### src/rtl/amcc_pkg.sv
// ----------------------------------------------------------------------------
// amcc_pkg
// Constants, types and helpers of the adjacency matrix clique check unit.
// ----------------------------------------------------------------------------
`default_nettype none

package amcc_pkg;

  localparam int MAX_VERTICES = 64;
  localparam int MAX_SET      = 16;
  localparam int WEIGHT_BITS  = 16;

  localparam int VTX_W      = $clog2(MAX_VERTICES);
  localparam int MAT_DEPTH  = MAX_VERTICES * MAX_VERTICES;
  localparam int ADDR_W     = $clog2(MAT_DEPTH);
  localparam int SET_IDX_W  = $clog2(MAX_SET);
  localparam int SET_CNT_W  = $clog2(MAX_SET + 1);

  // port field widths
  localparam int CFG_W      = 7;
  localparam int EDGE_W     = 6;
  localparam int QV_W       = 7;
  localparam int IN_WGT_W   = 16;
  localparam int STAT_W     = 2;
  localparam int MISS_W     = 6;

  localparam logic [WEIGHT_BITS-1:0] NO_EDGE = '1;

  typedef enum logic {
    OP_INSERT = 1'b0,
    OP_QUERY  = 1'b1
  } op_e;

  typedef enum logic [STAT_W-1:0] {
    ST_COMPLETE = 2'd0,
    ST_MISSING  = 2'd1,
    ST_UNKNOWN  = 2'd2
  } status_e;

  typedef enum logic [2:0] {
    S_CLEAR,
    S_IDLE,
    S_INS2,
    S_CHECK,
    S_FIN
  } state_e;

  typedef struct packed {
    logic                   we;
    logic                   re;
    logic [ADDR_W-1:0]      addr;
    logic [WEIGHT_BITS-1:0] wdata;
  } mem_req_t;

  function automatic logic [ADDR_W-1:0] mat_addr(logic [VTX_W-1:0] row,
                                                 logic [VTX_W-1:0] col);
    int lin;
    lin = int'(row) * MAX_VERTICES + int'(col);
    return lin[ADDR_W-1:0];
  endfunction

  // saturate to WEIGHT_BITS signed bits
  function automatic logic [WEIGHT_BITS-1:0] fit_weight(logic signed [IN_WGT_W-1:0] w);
    logic signed [32:0] wx;
    logic signed [32:0] hi;
    logic signed [32:0] lo;
    wx = 33'(w);
    hi = (33'sd1 <<< (WEIGHT_BITS - 1)) - 33'sd1;
    lo = -hi - 33'sd1;
    if (wx > hi) wx = hi;
    if (wx < lo) wx = lo;
    return wx[WEIGHT_BITS-1:0];
  endfunction

endpackage

`default_nettype wire

### src/rtl/amcc_ctrl.sv
// ----------------------------------------------------------------------------
// amcc_ctrl
// Sequencer: matrix clear, edge insert, per-vertex pair checks, run result.
// ----------------------------------------------------------------------------
`default_nettype none

module amcc_ctrl (
  input  wire logic                                   clk_i,
  input  wire logic                                   rst_ni,
  input  wire logic                                   start,
  output logic                                        busy,
  input  wire logic                                   operation_i,
  input  wire logic [amcc_pkg::EDGE_W-1:0]            edge_a_i,
  input  wire logic [amcc_pkg::EDGE_W-1:0]            edge_b_i,
  input  wire logic signed [amcc_pkg::IN_WGT_W-1:0]   edge_weight_i,
  input  wire logic [amcc_pkg::QV_W-1:0]              query_vertex_i,
  input  wire logic                                   query_last_i,
  input  wire logic [amcc_pkg::CFG_W-1:0]             lim_i,
  output amcc_pkg::mem_req_t                          mem_req_o,
  input  wire logic [amcc_pkg::WEIGHT_BITS-1:0]       mem_rdata_i,
  output logic                                        done_o,
  output logic [amcc_pkg::STAT_W-1:0]                 status_o,
  output logic [amcc_pkg::MISS_W-1:0]                 missing_first_o,
  output logic [amcc_pkg::MISS_W-1:0]                 missing_second_o
);

  amcc_pkg::state_e state_q, state_d;

  logic [amcc_pkg::ADDR_W-1:0]      clr_q;
  logic [amcc_pkg::SET_CNT_W-1:0]   p_q;
  logic                             rd_valid_q;
  logic [amcc_pkg::SET_IDX_W-1:0]   rd_pos_q;
  logic [amcc_pkg::VTX_W-1:0]       rd_u_q;
  logic [amcc_pkg::SET_CNT_W-1:0]   set_count_q;
  amcc_pkg::status_e                run_status_q;
  logic [amcc_pkg::VTX_W-1:0]       miss_a_q;
  logic [amcc_pkg::VTX_W-1:0]       miss_b_q;
  logic [amcc_pkg::SET_IDX_W-1:0]   miss_pos_q;
  logic                             done_q;

  logic [amcc_pkg::VTX_W-1:0]       set_buf_q [amcc_pkg::MAX_SET];
  logic [amcc_pkg::VTX_W-1:0]       a_q;
  logic [amcc_pkg::VTX_W-1:0]       b_q;
  logic [amcc_pkg::WEIGHT_BITS-1:0] w_q;
  logic [amcc_pkg::VTX_W-1:0]       v_q;
  logic                             last_q;
  logic [amcc_pkg::STAT_W-1:0]      status_q;
  logic [amcc_pkg::VTX_W-1:0]       res_a_q;
  logic [amcc_pkg::VTX_W-1:0]       res_b_q;

  logic accept;
  logic is_insert;
  logic ins_ok;
  logic v_known;
  logic run_unknown;
  logic issue;
  logic miss_hit;
  logic chk_done;
  logic [amcc_pkg::VTX_W-1:0] a_in;
  logic [amcc_pkg::VTX_W-1:0] b_in;
  logic [amcc_pkg::VTX_W-1:0] u_rd;

  assign accept      = start && !busy;
  assign is_insert   = (operation_i == amcc_pkg::OP_INSERT);
  assign a_in        = amcc_pkg::VTX_W'(edge_a_i);
  assign b_in        = amcc_pkg::VTX_W'(edge_b_i);
  assign ins_ok      = (amcc_pkg::CFG_W'(edge_a_i) < lim_i) &&
                       (amcc_pkg::CFG_W'(edge_b_i) < lim_i);
  assign v_known     = (query_vertex_i < lim_i);
  assign run_unknown = (run_status_q == amcc_pkg::ST_UNKNOWN);
  assign u_rd        = set_buf_q[p_q[amcc_pkg::SET_IDX_W-1:0]];
  assign issue       = (state_q == amcc_pkg::S_CHECK) && (p_q < set_count_q);
  assign miss_hit    = rd_valid_q && mem_rdata_i[amcc_pkg::WEIGHT_BITS-1];
  assign chk_done    = miss_hit || (!rd_valid_q && (p_q >= set_count_q));

  // next state
  always_comb begin
    state_d = state_q;
    case (state_q)
      amcc_pkg::S_CLEAR: begin
        if (clr_q == amcc_pkg::ADDR_W'(amcc_pkg::MAT_DEPTH - 1)) state_d = amcc_pkg::S_IDLE;
      end
      amcc_pkg::S_IDLE: begin
        if (accept) begin
          if (is_insert) begin
            if (ins_ok) state_d = amcc_pkg::S_INS2;
          end else if (run_unknown || !v_known) begin
            state_d = amcc_pkg::S_FIN;
          end else begin
            state_d = amcc_pkg::S_CHECK;
          end
        end
      end
      amcc_pkg::S_INS2:  state_d = amcc_pkg::S_IDLE;
      amcc_pkg::S_CHECK: begin
        if (chk_done) state_d = amcc_pkg::S_FIN;
      end
      amcc_pkg::S_FIN:   state_d = amcc_pkg::S_IDLE;
      default:           state_d = amcc_pkg::S_IDLE;
    endcase
  end

  // outputs
  always_comb begin
    mem_req_o = '0;
    busy      = 1'b1;
    case (state_q)
      amcc_pkg::S_CLEAR: begin
        mem_req_o.we    = 1'b1;
        mem_req_o.addr  = clr_q;
        mem_req_o.wdata = amcc_pkg::NO_EDGE;
      end
      amcc_pkg::S_IDLE: begin
        busy = 1'b0;
        if (start && is_insert && ins_ok) begin
          mem_req_o.we    = 1'b1;
          mem_req_o.addr  = amcc_pkg::mat_addr(a_in, b_in);
          mem_req_o.wdata = amcc_pkg::fit_weight(edge_weight_i);
        end
      end
      amcc_pkg::S_INS2: begin
        mem_req_o.we    = 1'b1;
        mem_req_o.addr  = amcc_pkg::mat_addr(b_q, a_q);
        mem_req_o.wdata = w_q;
      end
      amcc_pkg::S_CHECK: begin
        mem_req_o.re   = issue;
        mem_req_o.addr = amcc_pkg::mat_addr(u_rd, v_q);
      end
      amcc_pkg::S_FIN: ;
      default: ;
    endcase
  end

  always_ff @(posedge clk_i or negedge rst_ni) begin
    if (!rst_ni) begin
      state_q      <= amcc_pkg::S_CLEAR;
      clr_q        <= '0;
      p_q          <= '0;
      rd_valid_q   <= 1'b0;
      set_count_q  <= '0;
      run_status_q <= amcc_pkg::ST_COMPLETE;
      miss_a_q     <= '0;
      miss_b_q     <= '0;
      miss_pos_q   <= '0;
      done_q       <= 1'b0;
    end else begin
      state_q <= state_d;
      done_q  <= (state_q == amcc_pkg::S_FIN) && last_q;
      case (state_q)
        amcc_pkg::S_CLEAR: clr_q <= clr_q + 1'b1;
        amcc_pkg::S_IDLE: begin
          p_q        <= '0;
          rd_valid_q <= 1'b0;
          if (accept && !is_insert && !run_unknown && !v_known) begin
            run_status_q <= amcc_pkg::ST_UNKNOWN;
          end
        end
        amcc_pkg::S_CHECK: begin
          p_q        <= p_q + amcc_pkg::SET_CNT_W'(issue);
          rd_valid_q <= issue;
          if (miss_hit && (run_status_q == amcc_pkg::ST_COMPLETE || rd_pos_q < miss_pos_q)) begin
            run_status_q <= amcc_pkg::ST_MISSING;
            miss_a_q     <= rd_u_q;
            miss_b_q     <= v_q;
            miss_pos_q   <= rd_pos_q;
          end
          if (chk_done && set_count_q < amcc_pkg::SET_CNT_W'(amcc_pkg::MAX_SET)) begin
            set_count_q <= set_count_q + 1'b1;
          end
        end
        amcc_pkg::S_FIN: begin
          if (last_q) begin
            set_count_q  <= '0;
            run_status_q <= amcc_pkg::ST_COMPLETE;
            miss_a_q     <= '0;
            miss_b_q     <= '0;
            miss_pos_q   <= '0;
          end
        end
        default: ;
      endcase
    end
  end

  // payload
  always_ff @(posedge clk_i) begin
    if (accept) begin
      a_q    <= a_in;
      b_q    <= b_in;
      w_q    <= amcc_pkg::fit_weight(edge_weight_i);
      v_q    <= amcc_pkg::VTX_W'(query_vertex_i);
      last_q <= query_last_i;
    end
    if (issue) begin
      rd_pos_q <= p_q[amcc_pkg::SET_IDX_W-1:0];
      rd_u_q   <= u_rd;
    end
    if (state_q == amcc_pkg::S_CHECK && chk_done &&
        set_count_q < amcc_pkg::SET_CNT_W'(amcc_pkg::MAX_SET)) begin
      set_buf_q[set_count_q[amcc_pkg::SET_IDX_W-1:0]] <= v_q;
    end
    if (state_q == amcc_pkg::S_FIN) begin
      status_q <= run_status_q;
      res_a_q  <= (run_status_q == amcc_pkg::ST_MISSING) ? miss_a_q : '0;
      res_b_q  <= (run_status_q == amcc_pkg::ST_MISSING) ? miss_b_q : '0;
    end
  end

  assign done_o           = done_q;
  assign status_o         = status_q;
  assign missing_first_o  = amcc_pkg::MISS_W'(res_a_q);
  assign missing_second_o = amcc_pkg::MISS_W'(res_b_q);

endmodule

`default_nettype wire

### config.mk
export PLATFORM = sky130hd
export DESIGN_NAME = amcc_ctrl
export DESIGN_NICKNAME = d
export VERILOG_FILES = /design/src/rtl/amcc_pkg.sv /design/src/rtl/amcc_ctrl.sv
export SDC_FILE = /design/constraint.sdc
export NUM_CORES = 1
export LEC_CHECK = 0
export ABC_AREA = 1
export BUFFER_PORTS_ARGS = -buffer_cell sky130_fd_sc_hd__buf_2
export CAP_MARGIN = 10
export CORE_ASPECT_RATIO = 1.75
export CORE_MARGIN = 4
export CORE_UTILIZATION = 40
export DETAILED_ROUTE_END_ITERATION = 8
export SETUP_SLACK_MARGIN = 0.05
export SYNTH_ARGS = -nofsm -noshare
export SYNTH_HDL_FRONTEND = slang
export SYNTH_SLANG_ARGS = --single-unit
### constraint.sdc
create_clock -name clk_i -period 2.74 [get_ports clk_i]
set_input_delay 0.274 -clock clk_i [delete_from_list [all_inputs] [get_ports clk_i]]
set_output_delay 0.274 -clock clk_i [all_outputs]
set_load 0.02 [all_outputs]
# Yosys cells after proc, flatten, opt, wreduce, memory -nomap -nowiden
# Memory sizes are Yosys's and may differ from the RTL's.
# Index checks and enable logic that the tools add are counted.
[classes]
add_sub_neg = 6
multipliers = 0
n_div = 0
n_lt_le_gt_ge = 10
eq_ne = 15
shift = 0
muxes = 38
n_bitwise = 1
n_reduce_logical = 31
[op_table]
columns = ["operator", "count"]
rows = [
  ["two-way mux 33 bit", 4],
  ["< comparator 33 x 16 -> 1 bit (second input constant)", 2],
  ["case mux 12 bit (4 select lines)", 1],
  ["case mux 16 bit (3 select lines)", 1],
  ["adder 12 x 6 -> 12 bit", 3],
  ["two-way mux 28 bit", 1],
  ["case mux 6 bit (2 select lines)", 2],
  ["case mux 5 bit (2 select lines)", 2],
  ["two-way mux 3 bit", 6],
  ["two-way mux 6 bit", 3],
  ["> comparator 16 bit (second input constant)", 1],
  ["two-way mux 16 bit", 1],
  ["logical AND 1 bit", 15],
  ["< comparator 6 x 7 -> 1 bit", 2],
  ["adder 12 x 1 -> 12 bit (second input constant)", 1],
  ["equality test 12 bit (second input constant)", 1],
  ["two-way mux 5 bit", 2],
  ["case mux 3 bit (3 select lines)", 1],
  ["two-way mux 4 bit", 2],
  ["inequality test 2 bit (second input constant)", 4],
  ["case mux 4 bit (2 select lines)", 1],
  ["AND reduction 4 bit", 2],
  ["< comparator 7 bit", 1],
  ["equality test 3 x 2 -> 1 bit (second input constant)", 2],
  ["25 further kinds", 40],
]
[word_totals]
register_bits = 104
latchBits = 0
mem_bits_rw = 96
romBits = 0
inputBits = 63
out_inout_bits = 46
elab_cells = 122
mem_count = 1
[memory_table]
columns = ["name", "words", "width", "read_ports", "rd_clocked_by_memory_dff", "write_ports", "line", "text"]
rows = [
  ["set_buf_q", 16, 6, 1, 0, 1, "amcc_ctrl.sv:41", "logic [amcc_pkg::VTX_W-1:0] set_buf_q [amcc_pkg::MAX_SET];"],
]

# Depth between registers and ports, before layout
# Gate-level depths: netlist of run 1.
[depth]
ltp_word = 9
mapped_depth = 15
ltp_nobuf = 15

# Worst setup path after synthesis of run 1
# Ideal clock, no wire load.
[synth_timing]
path_type = "flip-flop to flip-flop"
start = "register state_q[1]"
end = "register a_q[0] (netlist name) (enable)"
setup_ps = 427
arrival_ps = 2302
t_required_ps = 2313
setup_slack_ps = 11
path_stages_with_launch = 5
path_buffers = 1
period_less_slack_ps = 2729
cell_sequence = "dfrtp_1 > inv_2 > buf_2 > nand2_4 > nor2_1"
[synth_between]
elab_chain_cells = 2
[synth_rtl]
columns = ["item", "line", "text"]
rows = [
  ["start: declaration", "amcc_ctrl.sv:27", "amcc_pkg::state_e state_q, state_d;"],
  ["start signal: assignment", "amcc_ctrl.sv:137", "state_q <= amcc_pkg::S_CLEAR;"],
  ["start signal: assignment", "amcc_ctrl.sv:148", "state_q <= state_d;"],
  ["equality test 3 x 1 -> 1 bit", "amcc_ctrl.sv:107", "case (state_q)"],
  ["logical AND 1 bit", "amcc_ctrl.sv:63", "assign accept = start && !busy;"],
  ["end signal: assignment", "amcc_ctrl.sv:189", "a_q <= a_in;"],
  ["end: declaration", "amcc_ctrl.sv:42", "logic [amcc_pkg::VTX_W-1:0] a_q;"],
]
# No other way between the ends.
# A chain may end at the register's enable or synchronous reset.

==> results of run 1 <==
[path summary, 6_finish.rpt]
kind,endpoint,depth (start not counted)
max,mem_req_o[24],9
min,last_q,1
max reg2reg,p_q[4],15
min reg2reg,p_q[4],1
max in group asynchronous,p_q[1],3
min in group asynchronous,miss_b_q[1],2
[cell usage after synthesis, types with 3 or more instances]
library cell  instances  share of area (%)
a21oi_1              14               0.76
buf_2                14               0.76
clkbuf_1             31                1.3
dfrtp_1              45                 12
edfxtp_1            155                 50
ha_1                 31                4.2
inv_1                86                3.5
inv_2                 5               0.20
nand2_1             130                5.3
nand3_1              67                3.6
nand3b_1              6               0.49
nor2_1              121                4.9
nor3_1                5               0.27
o2111ai_1             5               0.47
o211ai_1             24                2.0
o21ai_0              87                4.7
o21ai_1               6               0.33
o22ai_1               3               0.20
xor2_1                9               0.85
[kinds of logic (layout without fill, tap and decap cells)]
logic type | count (synthesis) | after routing | synth area share [%]
buffers and inverters | 142 | 262 | 6.22
DFF | 200 | 200 | 62.7
AOI/OAI and AO/OA | 147 | 147 | 9.13
adders and majority gates | 31 | 31 | 4.21
xor gates and xnor gates | 11 | 11 | 1.05
and+or+nand+nor | 346 | 346 | 16.7
[metrics by stage]
| step | std cells | util (%) |
|---|---|---|
| finish | 1297 | 47.5 |
| CTS | 1291 | 47.2 |
| global route | 1297 | 47.5 |
| detailed placement | 1255 | 44.5 |
| floorplan | 877 | - |
| global placement | 1255 | 44.5 |
[layout by cell type, fill, tap and decap left out, drive strengths merged, types with 17 or more instances in the layout]
| cell type | count |
|---|---|
| edfxtp | 155 |
| buf | 138 |
| nand2 | 133 |
| nor2 | 126 |
| inv | 94 |
| o21ai | 93 |
| nand3 | 69 |
| dfrtp | 45 |
| ha | 31 |
| o211ai | 24 |
| clkbuf | 17 |
[routing by layer]
| layer | up-vias | track usage, % | share of wire (%) |
|---|---|---|---|
| met2 | 175 | 36.5 | 58 |
| li1 | 3210 | - | - |
| met4 | 0 | 9.24 | 3.3 |
| met5 | - | 0 | 0 |
| met1 | 3209 | 19.7 | 34 |
| met3 | 33 | 3.17 | 4.3 |
[worst max-delay path: cells and delay by family, from the launching register on]
| kind | cells | cell delay [ps] |
|---|---|---|
| compound gates | 1 | 150 |
| buf+inv | 4 | 780 |
| flops | 1 | 420 |
| simple gates | 4 | 550 |
[power by group through the flow]
stage | combinational [W] | clock (W) | sequential (W)
3_5_place_dp | 0.00259 | 0 | 0.00403
4_1_cts | 0.00261 | 0.00252 | 0.00397
6_report | 0.00262 | 0.00248 | 0.00396
5_1_grt | 0.00291 | 0.00264 | 0.00400
2_1_floorplan | 0.00167 | 0 | 0.00402
3_3_place_gp | 0.00257 | 0 | 0.00402
[cell type report]
class                      count  area (sq um)  share of cell area (%)
inverter                      91           345                    3.19
clock buffer                  17           425                    3.93
multi-input combinational    535          2880                    26.6
clock inverter                15           151                    1.40
timing repair buffer         139           857                    7.93
tap                          300           375                    3.47
sequential                   200          5780                    53.5
[repair_timing]
item	in CTS	in global routing
gates cloned	0	0
pin swaps	0	1
buffers inserted	3	6
hold buffers	1	0
resized for setup	2	7
hold endpoints to repair	18	0
setup endpoints to repair	5	9
==> metrics, run 1 <==
status completed; share of cells above drive strength 1 19.1%; Worst EP required 2470 ps; HP Start query_last_i; Worst R2R Setup Slack 330 ps; Setup CP Type reg2out; EDFF count, synth 155; first-pass GRT wire length 37100 um; Syn Area/Cell 10.5 sq um; Hold Fails Final Rpt 0; Clock Power Share 27.3%; reg-to-reg critical path startpoint set_count_q[3]; DR vias/cell 5.11; die height 209 um; post-DR wirelength/cell 18.2 um; Antenna Nets Post-Route 0; via count of the first global-routing pass 6802; Worst Setup Slack post-DPL 315 ps; H-tree Lvls 4; Hold Slack 19.1 ps; root buffer cell clkbuf_16; CTS Buffer Depth 2; CP startpoint p_q[2]; leak pwr 4.41 nW; crit path cell chain buf_6 > clkinvlp_4 > buf_12 > o211ai_1 > nand3_1 > nand2_1 > nand2_1 > nand3b_1 > buf_2; Synth Flop Type edfxtp_1; GR Util All Layers 19.2%; Final Skew 11.5 ps; TritonRoute pass-1 iters 5; routed vias 6627; # DRC 0; final net count 1078; Crit Path Max Fanout 14; RePlAce Congestion 0.863; Synthesis Warnings 0; Async SR Flop Fraction 22.5%; Initial Util 40.5%; HP Class in2reg; clk slew on worst S/H paths 70 ps; worst slew pin tran 560 ps; Top Ports 109; WL final 23600 um; f_max 385 MHz; Cell Rows 73; most frequent CP cell nand2_1; Area growth syn-to-layout 17.3%; First DRT Iteration DRCs 454; Final Setup Violations 0; Flop pwr share 43.7%; Combinational Power Share 28.9%; largest net degree at the start of global routing 51; slowest cell delay on critical path 420 ps; core area 0.0227 sq mm; fin worst setup slack 141 ps; Synth cell types 43; syn nets 971; DIE AREA 0.0256 sq mm; Total Power 0.00906 W; RSZ-0062 raised after global routing yes; P_int 0.00589 W; Post-DP HPWL 17200 um; worst skew pair latency 430 ps; Syn Inst Count 877; Mapped Area 0.00922 sq mm; Worst setup EP type primary output; post-synthesis sequential area ratio 62.7%; PD cells 838 mW/mm^2; crit path DAT 2330 ps; Switching Power 0.00317 W; TritonCTS clock tree yes; dpl cell area 0.0101 sq mm; Port Buffers 93; count of state elements after synthesis 200; initial antenna violation count 0; Startpoint Class register; CP max-delay cell dfrtp_1; Net Sw Frac 35.0%; Rel. slew slack 62.5%; Antenna Cells 0; CTS Sinks 200; flip-flop count of the largest register after layout 96; post-route cell area 0.0108 sq mm; period utilization 94.9%; CTS Buf Count 17; Sum Neg Setup Slack 0 ps; grt ovf 0; overall die width 123 um; Final min period 2600 ps; peak supply drop 677 uV; # fillers 2162; Final Max Slew Viols 0; Max Cap Viol 0
No activity file was read; power rests on OpenSTA's default activity.
==> run 2: changes to the inputs <==
--- a/config.mk
+++ b/config.mk
@@ -12,7 +12,9 @@
 export CORE_MARGIN = 4
 export CORE_UTILIZATION = 40
 export DETAILED_ROUTE_END_ITERATION = 8
+export MAX_ROUTING_LAYER = met4
 export SETUP_SLACK_MARGIN = 0.05
+export SLEW_MARGIN = 20
 export SYNTH_ARGS = -nofsm -noshare
 export SYNTH_HDL_FRONTEND = slang
 export SYNTH_SLANG_ARGS = --single-unit
==> run 2 against run 1 <==
Largest cell class unchanged. Power about the same. Worst setup slack got worse by 14 ps. Critical path type unchanged. Combinational power barely moved. First-iteration DRC count is 2.2% higher. Non-clock buffer count unchanged.
==> metrics, run 2 (same netlist as run 1, synthesis figures left out) <==
Worst EP required 2470 ps; CTS Buf Count 17; overall die width 123 um; period utilization 95.4%; Worst setup EP type primary output; Final min period 2610 ps; Final Max Slew Viols 0; WL final 23600 um; Antenna Cells 0; clk slew on worst S/H paths 70 ps; H-tree Lvls 4; Antenna Nets Post-Route 0; post-route cell area 0.0108 sq mm; Final Skew 9.44 ps; most frequent CP cell nand2_1; dpl cell area 0.0101 sq mm; first-pass GRT wire length 37000 um; Final Setup Violations 0; RSZ-0062 raised after global routing no; worst skew pair latency 430 ps; Startpoint Class register; Cell Rows 73; Port Buffers 93; Top Ports 109; Area growth syn-to-layout 17.3%; routed vias 6649; RePlAce Congestion 0.877; # DRC 0; Crit Path Max Fanout 14; largest net degree at the start of global routing 51; TritonCTS clock tree yes; grt ovf 0; final net count 1078; Initial Util 40.5%; via count of the first global-routing pass 6827; GR Util All Layers 19.7%; status completed; crit path cell chain buf_6 > clkinvlp_4 > buf_12 > o211ai_1 > nand3_1 > nand2_1 > nand2_1 > nand3b_1 > buf_2; reg-to-reg critical path startpoint set_count_q[3]; f_max 383 MHz; die height 209 um; Rel. slew slack 63.7%; Hold Fails Final Rpt 0; Sum Neg Setup Slack 0 ps; slowest cell delay on critical path 420 ps; CP max-delay cell dfrtp_1; Post-DP HPWL 17200 um; flip-flop count of the largest register after layout 96; leak pwr 4.41 nW; most frequent cells in the layout edfxtp_1 (155), nand2_1 (130), nor2_1 (119); CTS Buffer Depth 2; peak supply drop 680 uV; First DRT Iteration DRCs 464; # fillers 2162; Max Cap Viol 0; core area 0.0227 sq mm; commonest non-fill, non-tap cell in the layout edfxtp_1; DIE AREA 0.0256 sq mm; HP Start query_last_i; HP Class in2reg; Post-Layout Cell Count 1297; Placed Instances 1255; post-DR wirelength/cell 18.2 um; TritonRoute pass-1 iters 4; CP startpoint p_q[2]; worst slew pin tran 542 ps; root buffer cell clkbuf_16; initial antenna violation count 0; DR vias/cell 5.13; share of cells above drive strength 1 19.1%; PD cells 839 mW/mm^2; crit path DAT 2340 ps; Setup CP Type reg2out; CTS Sinks 200
run 2: cell counts in the layout (fill, tap and decap cells not counted):
Identical to the previous run, type by type.
run 2: area by class of cell:
class | instances | area, sq um | area share (%)
Sequential cell | 200 | 5780 | 53.5
Multi-Input combinational cell | 535 | 2880 | 26.6
Timing Repair Buffer | 139 | 857 | 7.93
Clock buffer | 17 | 425 | 3.93
Tap cell | 300 | 375 | 3.47
Inverter | 91 | 345 | 3.19
Clock inverter | 15 | 151 | 1.40
run 2: report_power, final:
group          total, W  switching, W  internal [W]
clock network   0.00248       0.00113       0.00135
logic           0.00262       0.00181      0.000806
registers       0.00396      0.000227       0.00374
total           0.00907       0.00317       0.00589
run 2: routing by layer:
layer  vias up  GRT usage [%]  wire length, um
met5         -              -                0
met4         0           9.24             1000
met3        40           2.71              865
met2       182           36.4            13500
met1      3219           20.0             8260
li1       3208              -                -
run 2: per-stage QoR:
step | setup WS, ps | total power, W | hold slack (ps) | utilization, %
after CTS | 53.0 | 0.00910 | 4.65 | 47.2
after global routing | 27.8 | 0.00956 | 7.47 | 47.5
final | 127 | 0.00907 | 22.0 | 47.5
after global placement | 347 | 0.00659 | 242 | 44.5
after floorplan | 127 | 0.00569 | -21.6 | -
after detailed placement | 315 | 0.00662 | 242 | 44.5
run 2: worst paths after layout:
| kind | endpoint | slack (ps) | cells past startpoint |
|---|---|---|---|
| max in group asynchronous | p_q[1] | 1650 | 3 |
| worst min register to register | p_q[4] | 480 | 1 |
| min in group asynchronous | miss_b_q[1] | 320 | 2 |
| worst min-delay path | last_q | 20 | 1 |
| worst max register to register | p_q[4] | 340 | 15 |
| worst max-delay path | mem_req_o[24] | 130 | 9 |
run 2: worst max-delay path: cells and delay by family, from the launching register on:
family	cells	cell delay [ps]
AOI/OAI and AO/OA	1	150
DFF	1	420
buffers and inverters	4	780
and+or+nand+nor	4	560
run 2: timing repair:
| item | CTS | global route |
|---|---|---|
| pin swaps | 0 | 1 |
| setup endpoints to repair | 5 | 9 |
| hold buffers | 1 | 0 |
| gates cloned | 0 | 0 |
| gates resized for setup | 2 | 7 |
| endpoints found under the hold margin | 18 | 0 |
| buffers inserted | 3 | 6 |
==> run 3: changes to the inputs <==
--- a/config.mk
+++ b/config.mk
@@ -12,6 +12,7 @@
 export CORE_MARGIN = 4
 export CORE_UTILIZATION = 40
 export DETAILED_ROUTE_END_ITERATION = 8
+export HOLD_SLACK_MARGIN = 0.05
 export MAX_ROUTING_LAYER = met4
 export SETUP_SLACK_MARGIN = 0.05
 export SLEW_MARGIN = 20
==> run 3 against run 2 <==
Via count grew 1.7%. Final cell count grew 1.9%. Core utilization up 1.1 points. Clock power is essentially flat. Combinational power increased by 2%. Sequential share of layout area is 1.2 points lower. Critical endpoint is now mem_req_o[26]. Clock skew is 0.71 ps higher. Global-route usage increased by 0.18 points.
==> metrics, run 3 (same netlist as run 1, synthesis figures left out) <==
Final Max Slew Viols 0; Sum Neg Setup Slack 0 ps; Startpoint Class register; Worst EP required 2470 ps; Final Skew 10.1 ps; Util after Layout 48.6%; Setup CP Type reg2out; Post-Layout Cell Count 1322; peak supply drop 678 uV; Hold Slack 80.9 ps; DIE AREA 0.0256 sq mm; worst skew pair latency 430 ps; CTS Buf Count 17; TritonRoute pass-1 iters 4; DR vias/cell 5.12; Net Sw Frac 35.0%; Cell Rows 73; Rel. slew slack 63.2%; PD cells 823 mW/mm^2; Max Cap Viol 0; Worst setup EP type primary output; Hold Fails Final Rpt 0; fin worst setup slack 134 ps; WL final 23900 um; Final min period 2610 ps; P_int 0.00592 W; Switching Power 0.00319 W; root buffer cell clkbuf_16; clk slew on worst S/H paths 70 ps; Antenna Cells 0; H-tree Lvls 4; core area 0.0227 sq mm; Worst R2R Setup Slack 320 ps; TritonCTS clock tree yes; commonest non-fill, non-tap cell in the layout edfxtp_1; flip-flop count of the largest register after layout 96; CP max-delay cell dfrtp_1; CTS Sinks 200; GR Util All Layers 19.9%; CTS Buffer Depth 2; Crit Path Max Fanout 14; status completed; # DRC 0; Flop pwr share 43.5%; final net count 1103; most frequent CP cell nand2_1; Antenna Nets Post-Route 0; grt ovf 0; leak pwr 4.51 nW; worst slew pin tran 550 ps; Combinational Power Share 29.2%; slowest cell delay on critical path 420 ps; Worst Setup Slack post-DPL 315 ps; RePlAce Congestion 0.877; First DRT Iteration DRCs 391; crit path DAT 2330 ps; Initial Util 40.5%; post-DR wirelength/cell 18.1 um; f_max 384 MHz; HP Class in2reg; Placed Instances 1255; Area growth syn-to-layout 20.0%; first-pass GRT wire length 37400 um; period utilization 95.1%; die height 209 um; Top Ports 109; most frequent cells in the layout edfxtp_1 (155), nand2_1 (130), nor2_1 (119); RSZ-0062 raised after global routing no; initial antenna violation count 0; Final Setup Violations 0; Port Buffers 93; # fillers 2121; via count of the first global-routing pass 6951; routed vias 6764; overall die width 123 um; Clock Power Share 27.3%; Post-DP HPWL 17200 um; crit path cell chain buf_6 > clkinvlp_4 > buf_12 > o211ai_1 > nand3_1 > nand2_1 > nand2_1 > nand3b_1 > buf_2; largest net degree at the start of global routing 51; share of cells above drive strength 1 18.6%
## run 3: final timing paths
check | from | to | cells after the start
worst max-delay path | p_q[2] | mem_req_o[26] | 9
worst min-delay path | edge_a_i[1] | a_q[1] | 1
worst max register to register | set_count_q[3] | p_q[4] | 15
worst min register to register | p_q[4] | p_q[4] | 1
max in group asynchronous | rst_ni | p_q[1] | 3
min in group asynchronous | rst_ni | miss_b_q[1] | 2
## run 3: stage by stage
stage | total power [W] | area [sq um]
floorplan | 0.00569 | 9220
global placement | 0.00659 | 10100
detailed placement | 0.00662 | 10100
CTS | 0.00912 | 11000
global route | 0.00959 | 11100
finish | 0.00910 | 11100
## run 3: final cells by class
type	count	area (sq um)	area share [%]
Sequential cell	200	5780	52.3
Multi-Input combinational cell	535	2880	26.0
Timing Repair Buffer	164	1110	10.0
Clock buffer	17	425	3.84
Tap cell	300	375	3.39
Inverter	91	347	3.13
Clock inverter	15	151	1.37
## run 3: power groups by stage
stage               combinational [W]  clock [W]  sequential, W
floorplan                     0.00167          0        0.00402
global placement              0.00257          0        0.00402
detailed placement            0.00259          0        0.00403
CTS                           0.00264    0.00252        0.00397
global route                  0.00294    0.00265        0.00400
finish                        0.00266    0.00248        0.00396
## run 3: critical path, delay by kind of cell, from the launching register on
kind	cells	cell delay [ps]
flops	1	420
simple gates	4	490
compound gates	1	210
buf+inv	4	780
## run 3: layer usage
metal / vias up / wire, um / share of wire [%] / global-route usage [%]
met5: - / 0 / 0 / -
met3: 42 / 800 / 3.3 / 2.46
li1: 3256 / - / - / -
met2: 191 / 13600 / 57 / 36.7
met4: 0 / 1020 / 4.3 / 9.47
met1: 3275 / 8460 / 35 / 20.3
## run 3: repair_timing
item / 4_1_cts / 5_1_grt
gates resized for setup: 2 / 8
pin swaps: 0 / 1
setup endpoints to repair: 5 / 10
hold endpoints to repair: 43 / 0
hold buffers: 26 / 0
buffers inserted: 3 / 6
